File: src/hdl/bao_pkg.sv
// Shared types, codes and constants for the binomial American option pricer.
package bao_pkg;

    localparam int MAX_STEPS_DEF = 1024;
    localparam int FRAC_BITS_DEF = 32;

    localparam int CFG_IDX_W  = 3;
    localparam int CFG_DATA_W = 34;

    localparam logic [10:0] STEP_COUNT_RST  = 11'd256;
    localparam logic [33:0] UP_FACTOR_RST   = 34'h1_0000_0000;
    localparam logic [33:0] DOWN_FACTOR_RST = 34'h1_0000_0000;
    localparam logic [32:0] WEIGHT_UP_RST   = 33'h0_8000_0000;
    localparam logic [32:0] WEIGHT_DOWN_RST = 33'h0_8000_0000;

    typedef enum logic [CFG_IDX_W-1:0] {
        CFG_STEP_COUNT  = 3'd0,
        CFG_UP_FACTOR   = 3'd1,
        CFG_DOWN_FACTOR = 3'd2,
        CFG_WEIGHT_UP   = 3'd3,
        CFG_WEIGHT_DOWN = 3'd4
    } cfg_reg_t;

    typedef struct packed {
        logic [63:0] spot_price;
        logic [63:0] strike_price;
        logic        is_call;
    } item_t;

    typedef struct packed {
        logic [63:0] root_value;
        logic        saturated;
    } result_t;

    typedef enum logic [1:0] {
        MOP_BASE,
        MOP_NODE,
        MOP_WUP,
        MOP_WDN
    } mul_op_t;

    typedef enum logic [4:0] {
        S_IDLE,
        S_B0,
        S_BMUL,
        S_BWAIT,
        S_LEAF_INIT,
        S_LEAF_WR,
        S_NP_M1,
        S_NP_W1,
        S_NP_M2,
        S_NP_W2,
        S_LV_INIT,
        S_LV_LOAD,
        S_ND_RD,
        S_ND_MA,
        S_ND_WA,
        S_ND_MB,
        S_ND_WB,
        S_ND_WR,
        S_DONE
    } state_t;

    typedef struct packed {
        logic    load_item;
        logic    b0_write;
        logic    base_latch;
        logic    leaf_init;
        logic    leaf_write;
        logic    np_latch;
        logic    i_inc;
        logic    lv_from_n;
        logic    lv_dec;
        logic    base_rd;
        logic    lv_load;
        logic    v_rd_hi;
        logic    v_rd_lo;
        logic    ha_latch;
        logic    hb_latch;
        logic    node_write;
        logic    load_out;
        logic    mul_start;
        mul_op_t mul_op;
    } cmd_t;

    typedef struct packed {
        logic mul_done;
        logic k_at_n;
        logic i_at_n;
        logic i_at_lv;
        logic n_zero;
        logic lv_zero;
    } status_t;

endpackage

File: src/hdl/bao_ctrl.sv
// Sequencer for leaf fill and backward induction.
module bao_ctrl (
    input  logic             clk,
    input  logic             rst_n,
    input  logic             item_valid,
    output logic             item_stall,
    output logic             result_valid,
    input  logic             result_stall,
    input  bao_pkg::status_t sts,
    output bao_pkg::cmd_t    cmd
);
    import bao_pkg::*;

    state_t state_reg, state_next;
    logic   level_reg, level_next;
    logic   out_valid_reg, out_valid_next;
    logic   out_free;

    assign out_free = !out_valid_reg || !result_stall;

    always_ff @(posedge clk or negedge rst_n)
    begin
        if (!rst_n)
        begin
            state_reg     <= S_IDLE;
            level_reg     <= 1'b0;
            out_valid_reg <= 1'b0;
        end
        else
        begin
            state_reg     <= state_next;
            level_reg     <= level_next;
            out_valid_reg <= out_valid_next;
        end
    end

    always_comb
    begin
        state_next = state_reg;
        case (state_reg)
            S_IDLE:      if (item_valid) state_next = S_B0;
            S_B0:        state_next = sts.n_zero ? S_LEAF_INIT : S_BMUL;
            S_BMUL:      state_next = S_BWAIT;
            S_BWAIT:     if (sts.mul_done) state_next = sts.k_at_n ? S_LEAF_INIT : S_BMUL;
            S_LEAF_INIT: state_next = S_LEAF_WR;
            S_LEAF_WR:
            begin
                if (!sts.i_at_n)
                    state_next = S_NP_M1;
                else
                    state_next = sts.n_zero ? S_DONE : S_LV_INIT;
            end
            S_NP_M1:     state_next = S_NP_W1;
            S_NP_W1:     if (sts.mul_done) state_next = S_NP_M2;
            S_NP_M2:     state_next = S_NP_W2;
            S_NP_W2:     if (sts.mul_done) state_next = level_reg ? S_ND_RD : S_LEAF_WR;
            S_LV_INIT:   state_next = S_LV_LOAD;
            S_LV_LOAD:   state_next = S_ND_RD;
            S_ND_RD:     state_next = S_ND_MA;
            S_ND_MA:     state_next = S_ND_WA;
            S_ND_WA:     if (sts.mul_done) state_next = S_ND_MB;
            S_ND_MB:     state_next = S_ND_WB;
            S_ND_WB:     if (sts.mul_done) state_next = S_ND_WR;
            S_ND_WR:
            begin
                if (!sts.i_at_lv)
                    state_next = S_NP_M1;
                else
                    state_next = sts.lv_zero ? S_DONE : S_LV_INIT;
            end
            S_DONE:      if (out_free) state_next = S_IDLE;
            default:     state_next = S_IDLE;
        endcase
    end

    always_comb
    begin
        cmd            = '0;
        cmd.mul_op     = MOP_BASE;
        item_stall     = (state_reg != S_IDLE);
        level_next     = level_reg;
        out_valid_next = out_valid_reg && result_stall;
        case (state_reg)
            S_IDLE:      cmd.load_item = item_valid;
            S_B0:        cmd.b0_write = 1'b1;
            S_BMUL:
            begin
                cmd.mul_start = 1'b1;
                cmd.mul_op    = MOP_BASE;
            end
            S_BWAIT:     cmd.base_latch = sts.mul_done;
            S_LEAF_INIT:
            begin
                cmd.leaf_init = 1'b1;
                level_next    = 1'b0;
            end
            S_LEAF_WR:
            begin
                cmd.leaf_write = 1'b1;
                cmd.lv_from_n  = sts.i_at_n && !sts.n_zero;
            end
            S_NP_M1, S_NP_M2:
            begin
                cmd.mul_start = 1'b1;
                cmd.mul_op    = MOP_NODE;
            end
            S_NP_W1:     cmd.np_latch = sts.mul_done;
            S_NP_W2:
            begin
                cmd.np_latch = sts.mul_done;
                cmd.i_inc    = sts.mul_done;
            end
            S_LV_INIT:
            begin
                cmd.base_rd = 1'b1;
                level_next  = 1'b1;
            end
            S_LV_LOAD:   cmd.lv_load = 1'b1;
            S_ND_RD:     cmd.v_rd_hi = 1'b1;
            S_ND_MA:
            begin
                cmd.mul_start = 1'b1;
                cmd.mul_op    = MOP_WUP;
                cmd.v_rd_lo   = 1'b1;
            end
            S_ND_WA:     cmd.ha_latch = sts.mul_done;
            S_ND_MB:
            begin
                cmd.mul_start = 1'b1;
                cmd.mul_op    = MOP_WDN;
            end
            S_ND_WB:     cmd.hb_latch = sts.mul_done;
            S_ND_WR:
            begin
                cmd.node_write = 1'b1;
                cmd.lv_dec     = sts.i_at_lv && !sts.lv_zero;
            end
            S_DONE:
            begin
                cmd.load_out = out_free;
                if (out_free)
                    out_valid_next = 1'b1;
            end
            default:     cmd = '0;
        endcase
    end

    assign result_valid = out_valid_reg;
endmodule

File: config.mk
export PLATFORM = sky130hd
export DESIGN_NAME = bao_ctrl
export DESIGN_NICKNAME = d
export VERILOG_FILES = /design/src/hdl/bao_pkg.sv /design/src/hdl/bao_ctrl.sv
export SDC_FILE = /design/constraint.sdc
export NUM_CORES = 1
export LEC_CHECK = 0
export ABC_CLOCK_PERIOD_IN_PS = 3300
export BUFFER_PORTS_ARGS = -buffer_cell sky130_fd_sc_hd__buf_4
export CORE_MARGIN = 2
export CORE_UTILIZATION = 35
export CTS_BUF_LIST = sky130_fd_sc_hd__clkbuf_8
export DETAILED_ROUTE_END_ITERATION = 6
export PLACE_DENSITY = 0.67
export SLEW_MARGIN = 20
export SYNTH_ARGS = -nofsm -noshare
export SYNTH_HDL_FRONTEND = slang
export SYNTH_SLANG_ARGS = --single-unit
File: constraint.sdc
create_clock -name clk -period 3.3 [get_ports clk]
set_input_delay 0.165 -clock clk [delete_from_list [all_inputs] [get_ports clk]]
set_output_delay 0.165 -clock clk [all_outputs]
set_load 0.05 [all_outputs]
Word level (Yosys, flattened, before mapping)
Cells that the tools add are included.
{"block": "totals", "ff_bits": 7, "inputBits": 10, "out_inout_bits": 22, "elab_cells": 78}
{"block": "op_classes", "eq_ne": 25, "mux": 36, "reduce_logical": 14}
{"cell": "case mux 5 bit (19 select lines)", "count": 1}
{"cell": "two-way mux 5 bit", "count": 11}
{"cell": "== test 5 x 4 -> 1 bit, second input constant", "count": 8}
{"cell": "== test 5 x 3 -> 1 bit, second input constant", "count": 4}
{"cell": "two-way mux 1 bit", "count": 19}
{"cell": "== test 5 bit, second input constant", "count": 3}
{"cell": "inequality test 2 bit, second input constant", "count": 7}
{"cell": "case mux 3 bit (4 select lines)", "count": 1}
{"cell": "== test 5 x 2 -> 1 bit, second input constant", "count": 2}
{"cell": "AND reduction 7 bit", "count": 1}
{"cell": "two-way mux 3 bit", "count": 2}
{"cell": "== test 5 x 1 -> 1 bit, second input constant", "count": 1}
{"cell": "zero test 5 bit", "count": 1}
{"cell": "nonzero test 5 bit", "count": 1}
{"cell": "zero test 1 bit", "count": 4}
{"cell": "two-way mux 4 bit", "count": 1}
{"cell": "OR reduction 2 bit", "count": 2}
{"cell": "logical AND 1 bit", "count": 3}
{"cell": "case mux 1 bit (2 select lines)", "count": 1}
{"cell": "nonzero test 2 bit", "count": 1}
{"cell": "logical OR 1 bit", "count": 1}

Longest topological paths before layout
{"block": "depth", "word_depth": 4, "ltp_mapped": 7}

Worst setup path after synthesis
No wires, ideal clock.
{"block": "synth_path", "path_kind": "reg-to-output", "from": "register state_reg[4]", "to": "output port cmd[17] in the netlist's numbering", "t_arrival_ps": 2301, "required_ps": 3135, "path_slack_ps": 834, "path_stages_with_launch": 4, "n_path_buf": 2, "path_cell_list": "dfrtp_1 -> clkbuf_8 -> clkbuf_1 -> nor4_1"}
{"item": "from (decl)", "line_no": "bao_ctrl.sv:14", "text": "state_t state_reg, state_next;"}
{"item": "from (signal assigned)", "line_no": "bao_ctrl.sv:31", "text": "state_reg <= state_next;"}
{"item": "to (decl)", "line_no": "bao_ctrl.sv:10", "text": "output bao_pkg::cmd_t cmd"}

==> results by group <==
GRT
  – Pin count of the biggest net entering global routing: 24
  – Vias in the first global route: 809
  – Initial antenna violation count: 0
  – First-pass GRT wire length: 3690 um
  – All-Layer GR Usage: 0.182
  – Final global-route overflow total: 0

Critical path
  – CP endpoint kind: primary output
  – Crit path DAT: 2060 ps
  – Reg2reg setup slack: 1220 ps
  – Critical path startpoint category: flop
  – Maximum net fanout on the critical path: 21
  – Kind of critical path: flop to primary output
  – Worst EP required: 3130 ps

Synthesis
  – Syn avg cell area: 7.39 um^2
  – Synth warn: 0
  – Share of synthesized flip-flops with an asynchronous set or reset: 1.00
  – Register bit count reported by yosys: 7
  – Mapped Area: 798 um^2
  – Syn Nets: 118
  – Mapped Cells: 108
  – Post-synth EDFFs: 0
  – Post-synthesis cell type count: 44
  – Ys flop type: dfrtp_1
  – Sequential element share of the synthesized area: 0.219

Cells and area
  – Final nets: 146
  – Largest register FFs: 5
  – Fraction of layout cells with a size suffix above 1: 0.333
  – Diodes inserted: 0
  – Fillers: 218
  – Layout area overhead: 33.2%

Die
  – Core Area: 0.00219 mm^2
  – Vert. Die Dim: 51.8 um
  – Std cell rows: 17
  – Starting density of the core: 0.364
  – Die width: 51.8 um
  – Die area: 0.00268 mm^2
  – Ports: 32

Flow run
  – Max cap viols: 0

Clocking
  – Worst skew pair latency: 220 ps
  – CTS buffer count: 3
  – H-tree depth: 1
  – Clock sinks: 7
  – Clock slew at reported path FFs: 40 ps
  – CTS tree: yes
  – Post-CTS setup buffers: 0
  – Max Buffers Root-to-Sink: 2
  – Root Buffer: clkbuf_8

Route
  – DR vias/cell: 5.28
  – DR iter-0 viols: 24
  – TritonRoute pass-1 iters: 4
  – ANT nets after route: 0
  – Vias after detailed routing: 860
  – DRC: 0
  – Post-Route WL: 2110 um
  – Routed length per instance: 13.0 um

STA
  – Final setup skew: 2.43 ps
  – Pins over their slew limit: 0
  – F_max: 449 MHz
  – Crit path time final: 2230 ps
  – Setup TNS: 0 ps
  – Final setup violation count: 0
  – Slew @ Worst Pin: 658 ps
  – Final number of hold-violating endpoints: 0
  – Final Worst Setup Slack: 1070 ps
  – Max-Slew Margin vs Limit: 0.561
  – Tcrit/Tclk final: 0.675
  – RSZ-0062 raised after global routing: no

Outcome
  – Status: completed

Place
  – Routability Congestion: 0.789
  – Port bufs: 31
  – Dpl hpwl: 1660 um
  – DP Worst Slack: 1240 ps

Min path
  – Tightest Hold Check Type: input pin to flop

Power
  – P_leak: 0.512 nW
  – Max VDD drop: 0.000462 V
  – Power density over the cells: 983 mW/mm^2
-- metrics by stage --
step                      std cells  instance area, um^2  hold WS (ps)  utilization  total power, mW
after global placement          158                 1010         -20.6        0.460            0.924
final                           163                 1060           256        0.485             1.05
after floorplan                 108                  798          -131            -            0.782
after global routing            163                 1060           285        0.485             1.14
after CTS                       163                 1060           264        0.485             1.05
after detailed placement        158                 1010         -17.5        0.460            0.934
-- worst max-delay path: stages (launching register included) --
cell,delay (ps)
dfrtp_1,700
inv_1,190
or3_1,440
a221oi_1,260
buf_4,250
-- path summary, 6_finish.rpt --
path	start	endpoint	depth (start not counted)
worst min register to register	level_reg	level_reg	2
min in group asynchronous	rst_n	state_reg[3]	2
worst min-delay path	result_stall	result_valid	3
worst max-delay path	state_reg[3]	cmd[2]	4
worst max register to register	state_reg[3]	state_reg[2]	4
max in group asynchronous	rst_n	state_reg[1]	2
-- Yosys cell counts, types with 2 or more instances --
master / number / area share
nand2_1: 11 / 0.052
nor2_1: 9 / 0.042
a21oi_1: 8 / 0.050
dfrtp_1: 7 / 0.22
inv_1: 6 / 0.028
o21ai_0: 6 / 0.038
nand3_1: 5 / 0.031
nor3_1: 5 / 0.031
and3_1: 4 / 0.031
buf_4: 3 / 0.028
clkbuf_1: 3 / 0.014
nor4_1: 3 / 0.024
a31oi_1: 2 / 0.016
and2b_1: 2 / 0.019
buf_2: 2 / 0.013
nor3b_1: 2 / 0.019
or2b_2: 2 / 0.022
or3_1: 2 / 0.016
-- where the power goes --
group,switching (mW),internal (mW)
Sequential,0.128,0.120
Clock,0.0323,0.0800
Combinational,0.417,0.269
-- metal layers --
layer	up-vias	GRT usage	share of wire
met4	0	0.0263	0
met3	0	0.0460	0.069
li1	447	-	-
met2	38	0.306	0.49
met5	-	0	0
met1	375	0.240	0.44
-- kinds of logic after synthesis --
| kind of cell | after synthesis | synth area share |
|---|---|---|
| AO/OA/AOI/OAI | 27 | 0.240 |
| multiplexers | 3 | 0.0454 |
| buffers and inverters | 15 | 0.100 |
| AND/OR/NAND/NOR | 55 | 0.384 |
| flip-flops | 7 | 0.219 |
| XOR/XNOR | 1 | 0.0110 |
-- placed cells by master, fill, tap and decap left out, types with 3 or more instances in the layout --
master    count
dfrtp_1       7
nor4_1        3
inv_1         7
nand2_1      11
and3_1        4
a21oi_1       8
buf_4        31
nor3_1        5
o21ai_0       6
nor2_1        9
nand3_1       5
clkbuf_8      3
-- final cells by class --
type / instances / area, um^2 / share of cell area
Timing Repair Buffer: 32 / 243 / 0.228
Clock inverter: 1 / 3.75 / 0.00353
Sequential cell: 7 / 175 / 0.165
Multi-Input combinational cell: 86 / 543 / 0.511
Clock buffer: 3 / 41.3 / 0.0388
Inverter: 6 / 22.5 / 0.0212
Tap cell: 28 / 35.0 / 0.0329
-- repair_timing --
action | in CTS | in global routing
hold buffers | 1 | 0
endpoints found under the hold margin | 7 | 0
resized for setup | 0 | 0
No activity file was read; power rests on OpenSTA's default activity.
